## config.mk

```make
export PLATFORM = sky130hd
export DESIGN_NAME = rwu_step_calc
export DESIGN_NICKNAME = d
export VERILOG_FILES = /design/src/rtl/rwu_pkg.sv /design/src/rtl/rwu_step_calc.sv
export SDC_FILE = /design/constraint.sdc
export NUM_CORES = 1
export LEC_CHECK = 0
export ABC_AREA = 1
export BUFFER_PORTS_ARGS = -buffer_cell sky130_fd_sc_hd__buf_2
export CORE_ASPECT_RATIO = 0.9
export CORE_MARGIN = 5
export CORE_UTILIZATION = 32
export DETAILED_ROUTE_END_ITERATION = 6
export PLACE_DENSITY = 0.45
export SETUP_SLACK_MARGIN = 0.05
export SYNTH_ARGS = -nofsm -noshare
export SYNTH_HDL_FRONTEND = slang
export SYNTH_SLANG_ARGS = --single-unit
export TNS_END_PERCENT = 100
```

## constraint.sdc

```tcl
create_clock -name vclk -period 25
set_input_delay 2.5 -clock vclk [all_inputs]
set_output_delay 2.5 -clock vclk [all_outputs]
set_load 0.01 [all_outputs]
```

## src/rtl/rwu_pkg.sv

```systemverilog
`default_nettype none

package rwu_pkg;

   // field widths
   localparam int unsigned IDX_W      = 12;
   localparam int unsigned WEIGHT_W   = 32;
   localparam int unsigned STEP_W     = 24;
   localparam int unsigned CASE_W     = 2;
   localparam int unsigned SIGN_W     = 2;
   localparam int unsigned CFG_W      = 24;
   localparam int unsigned CSR_ADDR_W = 2;
   localparam int unsigned PROD_W     = 2 * STEP_W;
   localparam int unsigned REQ_W      = 80;
   localparam int unsigned RSP_W      = 64;

   // register indexes
   localparam logic [CSR_ADDR_W-1:0] CSR_LEARN_RATE = 2'd0;
   localparam logic [CSR_ADDR_W-1:0] CSR_STEP_MIN   = 2'd1;
   localparam logic [CSR_ADDR_W-1:0] CSR_STEP_MAX   = 2'd2;

   // register reset values
   localparam logic [CFG_W-1:0] LEARN_RATE_RST = 24'd6554;
   localparam logic [CFG_W-1:0] STEP_MIN_RST   = 24'd6554;
   localparam logic [CFG_W-1:0] STEP_MAX_RST   = 24'd3276800;

   // initial step of every entry
   localparam logic [STEP_W-1:0] STEP_RST = 24'd6554;

   // stored sign codes
   localparam logic [SIGN_W-1:0] SIGN_ZERO = 2'd0;
   localparam logic [SIGN_W-1:0] SIGN_POS  = 2'd1;
   localparam logic [SIGN_W-1:0] SIGN_NEG  = 2'd2;

   // update case codes
   localparam logic [CASE_W-1:0] UCASE_GROW   = 2'd0;
   localparam logic [CASE_W-1:0] UCASE_SHRINK = 2'd1;
   localparam logic [CASE_W-1:0] UCASE_KEEP   = 2'd2;

   // floor(s / 5) = (s * DIV5_MUL) >> DIV5_SHIFT, exact for s below 2^26
   localparam logic [STEP_W-1:0] DIV5_MUL   = 24'd13421773;
   localparam int unsigned       DIV5_SHIFT = 26;

   // round half up before dropping 16 fraction bits
   localparam logic [PROD_W-1:0] ROUND_HALF = 48'h00_0000_8000;

   typedef struct packed {
      logic [CFG_W-1:0] learn_rate;
      logic [CFG_W-1:0] step_min;
      logic [CFG_W-1:0] step_max;
   } cfg_type;

   // outcome of the per-entry step rule
   typedef struct packed {
      logic [STEP_W-1:0] step;
      logic [SIGN_W-1:0] sign;
      logic [CASE_W-1:0] ucase;
      logic              move;
   } upd_type;

   // what the weight datapath needs for one word
   typedef struct packed {
      logic signed [WEIGHT_W-1:0] weight;
      logic [STEP_W-1:0]          step;
      logic [CASE_W-1:0]          ucase;
      logic                       move;
      logic                       grad_neg;
   } mv_type;

endpackage

`default_nettype wire

```

## src/rtl/rwu_step_calc.sv

```systemverilog
`default_nettype none

module rwu_step_calc (
   input  wire logic [rwu_pkg::STEP_W-1:0] step_old,
   input  wire logic [rwu_pkg::SIGN_W-1:0] sign_old,
   input  wire logic [rwu_pkg::SIGN_W-1:0] grad_sign,
   input  wire rwu_pkg::cfg_type           cfg,
   output rwu_pkg::upd_type                upd
);

   logic                              prev_nz;
   logic                              grad_nz;
   logic                              agree;
   logic                              differ;
   logic [rwu_pkg::PROD_W-1:0]        div_prod;
   logic [rwu_pkg::STEP_W:0]          grown;
   logic [rwu_pkg::STEP_W-1:0]        grown_cap;
   logic [rwu_pkg::STEP_W-1:0]        halved;
   logic [rwu_pkg::STEP_W-1:0]        halved_floor;

   // sign comparison, a stored sign code of three counts as zero
   assign prev_nz = (sign_old == rwu_pkg::SIGN_POS) || (sign_old == rwu_pkg::SIGN_NEG);
   assign grad_nz = (grad_sign != rwu_pkg::SIGN_ZERO);
   assign agree   = prev_nz && grad_nz && (sign_old == grad_sign);
   assign differ  = prev_nz && grad_nz && (sign_old != grad_sign);

   // grow: s * 6 / 5 = s + floor(s / 5), capped at step_max
   assign div_prod  = step_old * rwu_pkg::DIV5_MUL;
   assign grown     = {1'b0, step_old} +
                      (rwu_pkg::STEP_W+1)'(div_prod >> rwu_pkg::DIV5_SHIFT);
   assign grown_cap = (grown > {1'b0, cfg.step_max}) ? cfg.step_max
                                                      : grown[rwu_pkg::STEP_W-1:0];

   // shrink: halve, floored at step_min
   assign halved       = step_old >> 1;
   assign halved_floor = (halved < cfg.step_min) ? cfg.step_min : halved;

   // case select
   always_comb begin
      if (agree) begin
         upd.step  = grown_cap;
         upd.sign  = grad_sign;
         upd.ucase = rwu_pkg::UCASE_GROW;
         upd.move  = 1'b1;
      end else if (differ) begin
         upd.step  = halved_floor;
         upd.sign  = rwu_pkg::SIGN_ZERO;
         upd.ucase = rwu_pkg::UCASE_SHRINK;
         upd.move  = 1'b0;
      end else begin
         upd.step  = step_old;
         upd.sign  = grad_sign;
         upd.ucase = rwu_pkg::UCASE_KEEP;
         upd.move  = grad_nz;
      end
   end

endmodule

`default_nettype wire

```

==> impl_metrics.toml <==
[synthesis]
yosysMostFrequentCell = "inv_1"
synth_top_area_share = 0.274
avgSynthCellArea_sq_um = 7.29
synth_fp_nets = 2810
ys_top_cells_by_count = "535 x inv_1, 406 x nand2_1, 346 x ha_1"
syn_inst = 2165
synthesis.area_sq_mm = 0.0158
ys_seq_area_frac = 0
synth_area_leaders = "ha_1 27%, fa_1 25%, inv_1 13%"
ys_warn_count = 0
yosysTopAreaCell = "ha_1"
synth.distinct_cells = 49

[cells_and_area]
num_antenna_cells = 0
drive_gt1_frac = 0.0751
nets = 2898
seq_area_sq_um = 0
final_area_sq_mm = 0.0170
final.fill_count = 5288
area_delta_synth_final_pct = 7.65
seq_cells = 0
clkbuf_count = 0

[drt]
detail-route-antenna-nets = 0
dr.pass1.iters = 5
drc = 0
finalWirelength_microns = 56200
vias_per_cell = 4.89
dr_total_vias = 14100
dr.first_iter.drc_count = 984
wl_per_cell_microns = 19.5

[timing]
hold_violations = 0
slew_headroom = 0.207
worst_slack_ns = 9.36
timing.final.crit_share = 0.625
hold_ws_ns = 5.33
setup_tns_ns = 0
slew_violations = 0
grt_setup_unrepaired = "no"
finalCriticalPeriod_ns = 15.64
worst_pin_slew_ns = 1.19
setup_viol = 0
max_freq_mhz = 64.0

[worst_setup_path]
worstSetupPathType = "primary input to output pin"
critPathMaxStageDelay_ns = 0.58
cp_data_required_time_ns = 22.50
cp_num_cells = 45
crit_buf_inv = 6
startpoint_type = "primary input"
crit_family = "adder cells"
arrival_ns = 13.14
critPathMaxFanout = 25
cp_slowest_cell = "fa_1"
endpoint_kind = "output pin"
cpMostUsedCell = "nand2_1"

[die]
dieArea_sq_mm = 0.0539
start_util = 0.323
die_w_microns = 244
coreArea_sq_mm = 0.0489
row_count = 77
fp.dieH_microns = 221
num_io_pins = 129

[place]
dp_hpwl_microns = 48600
place_congestion = 0.937
place_ws_ns = 9.52
dpl_cell_area_sq_mm = 0.0170
port_buffers = 105

[global_routing]
antenna_found_initial = 1
grt.overflow.total = 0
grt_pass1_vias = 14600
track_usage = 0.208
grt_pass1_wl_microns = 86400
grt_max_degree = 43

[cts]
ctsHoldBuffers = 0
cts_resized = 0
post_cts_buffers = 0

[min_path]
hold_class = "primary input to output pin"
hold-path-cell-count = 4

[outcome]
status = "complete, no violations"

[job]
drv_cap = 0
## final timing paths
kind | startpoint | end | slack (ns)
worst min-delay path | grad_sign[1] | upd[4] | 5.33
worst max-delay path | step_old[2] | upd[19] | 9.36
## tightest hold or removal path: stages
cell	delay, ns
buf_2	0.12
inv_1	0.05
nor2_1	0.04
buf_2	0.13
## area by class of cell
type / count / area [sq um] / share of cell area
well taps: 632 / 791 / 0.0465
repair buffers: 106 / 533 / 0.0314
multi-input cells: 1598 / 13600 / 0.801
inverters: 547 / 2050 / 0.121
## through the flow
stage	utilization	instances
after floorplan	-	2165
after global placement	0.347	2883
after detailed placement	0.347	2883
after CTS	0.347	2883
after global routing	0.347	2883
final	0.347	2883
## cell usage in the layout, fill, tap and decap left out, drive strengths merged
master,Yosys,routed
clkinv,3,3
nor2,121,121
o21a,8,8
nand3,133,133
a21oi,118,118
and3,3,3
inv,544,544
buf,16,106
xor2,51,51
o21bai,13,13
fa,199,199
o211ai,1,1
nand4,26,26
xnor2,24,24
nand3b,5,5
nor4,5,5
a21boi,4,4
nand2,432,432
nor4b,1,1
o21ai,69,69
and2,2,2
nor3,12,12
a21o,14,14
a31oi,6,6
o22ai,1,1
ha,346,346
nor3b,1,1
or2,3,3
## routing by layer
metal | GRT usage | share of wire | vias up
met2 | 0.343 | 0.44 | 345
met5 | 0 | 0 | -
met3 | 0.0157 | 0.049 | 44
li1 | - | - | 6926
met1 | 0.307 | 0.49 | 6783
met4 | 0.0322 | 0.020 | 0
## logic make-up after synthesis
kind of cell / count (synthesis) / synth area share
fa+ha+maj: 545 / 0.527
simple gates: 744 / 0.211
compound gates: 234 / 0.0827
xor+xnor: 75 / 0.0416
buf+inv: 567 / 0.138
Power is not shown: default switching activity piles up to over one toggle a cycle in this logic, so the estimate is an artifact.
