**src/rtl/rwu_pkg.sv**
```systemverilog
`default_nettype none

package rwu_pkg;

   // field widths
   localparam int unsigned IDX_W      = 12;
   localparam int unsigned WEIGHT_W   = 32;
   localparam int unsigned STEP_W     = 24;
   localparam int unsigned CASE_W     = 2;
   localparam int unsigned SIGN_W     = 2;
   localparam int unsigned CFG_W      = 24;
   localparam int unsigned CSR_ADDR_W = 2;
   localparam int unsigned PROD_W     = 2 * STEP_W;
   localparam int unsigned REQ_W      = 80;
   localparam int unsigned RSP_W      = 64;

   // register indexes
   localparam logic [CSR_ADDR_W-1:0] CSR_LEARN_RATE = 2'd0;
   localparam logic [CSR_ADDR_W-1:0] CSR_STEP_MIN   = 2'd1;
   localparam logic [CSR_ADDR_W-1:0] CSR_STEP_MAX   = 2'd2;

   // register reset values
   localparam logic [CFG_W-1:0] LEARN_RATE_RST = 24'd6554;
   localparam logic [CFG_W-1:0] STEP_MIN_RST   = 24'd6554;
   localparam logic [CFG_W-1:0] STEP_MAX_RST   = 24'd3276800;

   // initial step of every entry
   localparam logic [STEP_W-1:0] STEP_RST = 24'd6554;

   // stored sign codes
   localparam logic [SIGN_W-1:0] SIGN_ZERO = 2'd0;
   localparam logic [SIGN_W-1:0] SIGN_POS  = 2'd1;
   localparam logic [SIGN_W-1:0] SIGN_NEG  = 2'd2;

   // update case codes
   localparam logic [CASE_W-1:0] UCASE_GROW   = 2'd0;
   localparam logic [CASE_W-1:0] UCASE_SHRINK = 2'd1;
   localparam logic [CASE_W-1:0] UCASE_KEEP   = 2'd2;

   // floor(s / 5) = (s * DIV5_MUL) >> DIV5_SHIFT, exact for s below 2^26
   localparam logic [STEP_W-1:0] DIV5_MUL   = 24'd13421773;
   localparam int unsigned       DIV5_SHIFT = 26;

   // round half up before dropping 16 fraction bits
   localparam logic [PROD_W-1:0] ROUND_HALF = 48'h00_0000_8000;

   typedef struct packed {
      logic [CFG_W-1:0] learn_rate;
      logic [CFG_W-1:0] step_min;
      logic [CFG_W-1:0] step_max;
   } cfg_type;

   // outcome of the per-entry step rule
   typedef struct packed {
      logic [STEP_W-1:0] step;
      logic [SIGN_W-1:0] sign;
      logic [CASE_W-1:0] ucase;
      logic              move;
   } upd_type;

   // what the weight datapath needs for one word
   typedef struct packed {
      logic signed [WEIGHT_W-1:0] weight;
      logic [STEP_W-1:0]          step;
      logic [CASE_W-1:0]          ucase;
      logic                       move;
      logic                       grad_neg;
   } mv_type;

endpackage

`default_nettype wire

```
**src/rtl/rwu_weight_move.sv**
```systemverilog
`default_nettype none

module rwu_weight_move (
   input  wire logic                            clock,
   input  wire logic                            reset,
   input  wire logic                            adv,
   input  wire logic                            in_valid,
   input  wire rwu_pkg::mv_type                 mv,
   input  wire logic [rwu_pkg::CFG_W-1:0]       learn_rate,
   output logic                                 out_valid,
   output logic signed [rwu_pkg::WEIGHT_W-1:0]  weight_out,
   output logic [rwu_pkg::STEP_W-1:0]           step_out,
   output logic [rwu_pkg::CASE_W-1:0]           update_case
);

   localparam int unsigned SUM_W = rwu_pkg::WEIGHT_W + 2;
   localparam logic signed [SUM_W-1:0] SAT_MAX = SUM_W'(64'sh7FFF_FFFF);
   localparam logic signed [SUM_W-1:0] SAT_MIN = -SUM_W'(64'sh8000_0000);

   logic                          s2_valid_ff;
   rwu_pkg::mv_type               s2_mv_ff;
   logic                          s3_valid_ff;
   rwu_pkg::mv_type               s3_mv_ff;
   logic [rwu_pkg::PROD_W-1:0]    s3_prod_ff;
   logic [rwu_pkg::PROD_W-1:0]    prod_in;
   logic signed [SUM_W-1:0]       mag;
   logic signed [SUM_W-1:0]       wide_w;
   logic signed [SUM_W-1:0]       sum;
   logic signed [rwu_pkg::WEIGHT_W-1:0] sat_in;
   logic                          out_valid_ff;
   logic signed [rwu_pkg::WEIGHT_W-1:0] weight_out_ff;
   logic [rwu_pkg::STEP_W-1:0]    step_out_ff;
   logic [rwu_pkg::CASE_W-1:0]    ucase_ff;

   // stage 2: step times rate with rounding term
   assign prod_in = s2_mv_ff.step * learn_rate + rwu_pkg::ROUND_HALF;

   // stage 3: apply the move and saturate
   assign mag    = SUM_W'(s3_prod_ff[rwu_pkg::PROD_W-1:16]);
   assign wide_w = SUM_W'(s3_mv_ff.weight);
   always_comb begin
      if (!s3_mv_ff.move) begin
         sum = wide_w;
      end else if (s3_mv_ff.grad_neg) begin
         sum = wide_w + mag;
      end else begin
         sum = wide_w - mag;
      end
      if (sum > SAT_MAX) begin
         sat_in = rwu_pkg::WEIGHT_W'(SAT_MAX);
      end else if (sum < SAT_MIN) begin
         sat_in = rwu_pkg::WEIGHT_W'(SAT_MIN);
      end else begin
         sat_in = sum[rwu_pkg::WEIGHT_W-1:0];
      end
   end

   // valid chain
   always_ff @(posedge clock) begin
      if (reset) begin
         s2_valid_ff  <= 1'b0;
         s3_valid_ff  <= 1'b0;
         out_valid_ff <= 1'b0;
      end else if (adv) begin
         s2_valid_ff  <= in_valid;
         s3_valid_ff  <= s2_valid_ff;
         out_valid_ff <= s3_valid_ff;
      end
   end

   // payload stages
   always_ff @(posedge clock) begin
      if (adv) begin
         s2_mv_ff      <= mv;
         s3_mv_ff      <= s2_mv_ff;
         s3_prod_ff    <= prod_in;
         weight_out_ff <= sat_in;
         step_out_ff   <= s3_mv_ff.step;
         ucase_ff      <= s3_mv_ff.ucase;
      end
   end

   assign out_valid   = out_valid_ff;
   assign weight_out  = weight_out_ff;
   assign step_out    = step_out_ff;
   assign update_case = ucase_ff;

endmodule

`default_nettype wire

```
**config.mk**
```make
export PLATFORM = sky130hd
export DESIGN_NAME = rwu_weight_move
export DESIGN_NICKNAME = d
export VERILOG_FILES = /design/src/rtl/rwu_pkg.sv /design/src/rtl/rwu_weight_move.sv
export SDC_FILE = /design/constraint.sdc
export NUM_CORES = 2
export LEC_CHECK = 0
export BUFFER_PORTS_ARGS = -buffer_cell sky130_fd_sc_hd__buf_2
export CORE_UTILIZATION = 25
export CTS_CLUSTER_SIZE = 10
export DETAILED_ROUTE_END_ITERATION = 8
export PLACE_DENSITY = 0.51
export SYNTH_ARGS = -nofsm -noshare
export SYNTH_HDL_FRONTEND = slang
export SYNTH_SLANG_ARGS = --single-unit
```
**constraint.sdc**
```tcl
create_clock -name clock -period 6.3 [get_ports clock]
set_input_delay 0.63 -clock clock [delete_from_list [all_inputs] [get_ports clock]]
set_output_delay 0.63 -clock clock [all_outputs]
set_load 0.05 [all_outputs]
```
==> impl_results.md <==
- Final critical-path required period: between 6000 and 7000 ps
- Root Driver: clkbuf_16
- Largest net degree at the start of global routing: 94
- First-iteration detailed-routing DRC count: 910
- Failing checks: setup timing
- Reg-to-reg startpoint: s2_mv_ff[14]
- Worst R2R Setup Slack: -400 ps
- Longest Clk Path Bufs: 3
- Hpwl dp: around 63 mm
- Placement Cell Area: 0.03236 sq mm
- Drt pass-1 iters: 5
- Detailed-route via count: roughly 19000
- GRT met3 Usage: 0.02275
- Post-synth EDFFs: between 200 and 250
- Mapped Area: between 0.02 and 0.03 sq mm
- Fin Clk Skew: 15.33 ps
- Area grow syn2layout: 20.61%
- DRC viols: 0
- WS Path Type: flop to flop
- Syn_area_per_cell: about 10 sq um
- # hold bufs at CTS: 0
- Final Max Tran Viols: 0
- Placeable Area: approximately 0.11 sq mm
- GRT Total Usage: 0.1338
- Yosys reg bits: 213
- Routed wire length: ~74 mm
- Max-cap viol count: 0
- Register area share after synthesis: 0.2289
- Num ports: roughly 150
- Slowest cell on crit path: fa_2
- CP most frequent cell: fa_1
- Async set or reset register ratio after synthesis: 0
- Fin nets: about 3800
- Total CTS buffers: 29
- Std cell rows: approximately 120
- Slew margin rel.: 0.4031
- Synth area leader: fa_1
- CTS H-Tree Depth: 1
- Clock slew at reported path FFs: 60 ps
- Synth top area share: 0.3477
- Crit Path Max Fanout: 7
- Initial antenna violation count: 12
- Total gr overflow: 0
- Routability congestion estimate: 0.8465
- Routed length per instance: ~16 um
- Fillers: roughly 11000
- Fin area: between 0.03 and 0.04 sq mm
- Yosys warns: 0
- Synth Instances: around 2700
- Setup crit start kind: flop
- CTS Sinks: about 210
- Pre-CTS WS: -763.9 ps
- RSZ-0062 raised after global routing: true
- Max incr delay on CP: approximately 550 ps
- Largest cells by area after synthesis: fa_1 35%, edfxtp_1 23%, ha_1 10%, inv_1 7.5%, and2_1 6.3%
- First-pass GRT wire length: 116.8 mm
- Endpoints failing hold: 0
- Setup Viol. Count Final: 25
- I/O Buffers: about 150
- Max Clk Rate: 149.3 MHz
- Mapped Nets: 3506
- Final Core Density: 0.3060
- Hold path endpoint: s2_mv_ff[59]
- Die Span Y: about 340 um
- Critical Path End Type: flop
- Final cycle utilization of the critical path: 1.063
- Setup tns final: -6483 ps
- Arr. time, crit path: 7050 ps
- Final worst-path setup slack: -398.9 ps
- Hold Path Cell Cnt: 1
- Hold_sp: mv[59]
- Reg2reg end: s3_prod_ff[42]
- Share of post-route cells with drive strength above 1: 0.1794
- Most used DFF post-synth: edfxtp_1
- Synth cell count leaders: 555 x inv_1, 483 x fa_1, 339 x nand2_1
- R2R cell count: 25
- Status: finished, violations left
- M1 GR Usage: 0.1887
- Initial Utilization: 0.2537
- CTS tree: yes
- CP required: 6650 ps
- Routed Antenna Nets: 0
- Most numerous cell in the Yosys netlist: inv_1
- Hold Path Class: primary input to flop
- Vias in the first global route: approximately 20000
- Worst slew pin tran: 895.3 ps
- Avg Vias per Cell: roughly 4.2
- Clk Latency, worst-skew pair: roughly 610 ps
- Yosys cell types: 64
- Die Width: approximately 340 um
- Busiest grt layer: met2
- GR Layer Usage met2: 0.2116
- Die ar.: 0.1126 sq mm
worst max-delay path, delay by kind of cell (launching register included):
family / cells / cell delay [ps]
AO/OA/AOI/OAI: 6 / 1210
XOR/XNOR: 1 / 100
adder cells (fa/ha/maj): 8 / 3720
buffers and inverters: 9 / 790
flip-flops: 1 / 450
AND/OR/NAND/NOR: 1 / 150
layer usage:
metal  up-vias  part of all wire  wire length, um
met3        86             0.052             3886
met2       343              0.45            33220
met1      9559              0.48            35420
met5         -           0.00097               72
li1       9029                 -                -
met4        14             0.022             1627
placed cells by master (no fill, tap or decap), drive strengths merged, types with 3 or more instances in the layout:
master	instances
o21a	7
fa	483
nand4	8
nand3	13
a21o	29
o211ai	6
edfxtp	210
a31oi	9
nor2	61
ha	223
a31o	3
xor2	46
o21bai	9
diode	5
xnor2	45
buf	392
nor3	17
and2	281
dfxtp	3
clkinv	13
mux2i	24
o21ai	66
a211oi	7
nand2	339
nand2b	6
a211o	3
a21oi	87
nor4	6
inv	556
clkbuf	31
nor2b	11
and3	3
flip-flops by register name, indices dropped and copies added (netlist names):
register and cells:
s3_valid_ff 1, out_valid 1, s3_mv_ff 60, weight_out 32, update_case 2, s2_mv_ff 60, step_out 24, s2_valid_ff 1
s3_prod_ff 32
how the worst max path moves through the flow:
| stage | startpoint | to | slack, ps | cells after the start |
|---|---|---|---|---|
| final | s2_mv_ff[14] | s3_prod_ff[42] | -400 | 25 |
| after global routing | s2_mv_ff[14] | s3_prod_ff[42] | -620 | 25 |
| after CTS | s2_mv_ff[14] | s3_prod_ff[42] | -430 | 25 |
| after detailed placement | learn_rate[6] | s3_prod_ff[38] | -760 | 25 |
| after global placement | learn_rate[5] | s3_prod_ff[38] | -710 | 26 |
| after floorplan | learn_rate[12] | s3_prod_ff[42] | -170 | 21 |
cell families (layout without fill, tap and decap cells):
| logic type | after synthesis | after routing | synth area share |
|---|---|---|---|
| AO/OA/AOI/OAI | 248 | 248 | 0.05898 |
| XOR/XNOR | 91 | 91 | 0.02893 |
| adder cells (fa/ha/maj) | 706 | 706 | 0.4480 |
| buffers and inverters | 669 | 995 | 0.09124 |
| flip-flops | 213 | 213 | 0.2289 |
| multiplexers | 25 | 25 | 0.009043 |
| other | 0 | 5 | 0 |
| AND/OR/NAND/NOR | 760 | 760 | 0.1349 |
area by class of cell:
type,count,area (sq um),share of cell area
Timing Repair Buffer,392,3069,0.09150
Inverter,555,2083,0.06211
Sequential cell,213,6366,0.1898
Multi-Input combinational cell,1830,19290,0.5750
Tap cell,1476,1847,0.05506
Clock inverter,17,143.9,0.004290
Clock buffer,31,733.2,0.02186
Antenna cell,5,12.51,0.0003730
timing repair:
item / CTS / global route
gates resized for setup: 26 / 21
endpoints found under the setup margin: 26 / 29
pin swaps: 17 / 24
setup buffers: 9 / 5
metrics by stage:
stage | hold WS [ps] | instances
floorplan | 400.3 | 2712
global placement | 401.7 | 4452
detailed placement | 405.2 | 4452
CTS | 136.9 | 4509
global route | 150.2 | 4515
finish | 194.3 | 4519
Power is not shown: default switching activity piles up to over one toggle a cycle in this logic, so the estimate is an artifact.
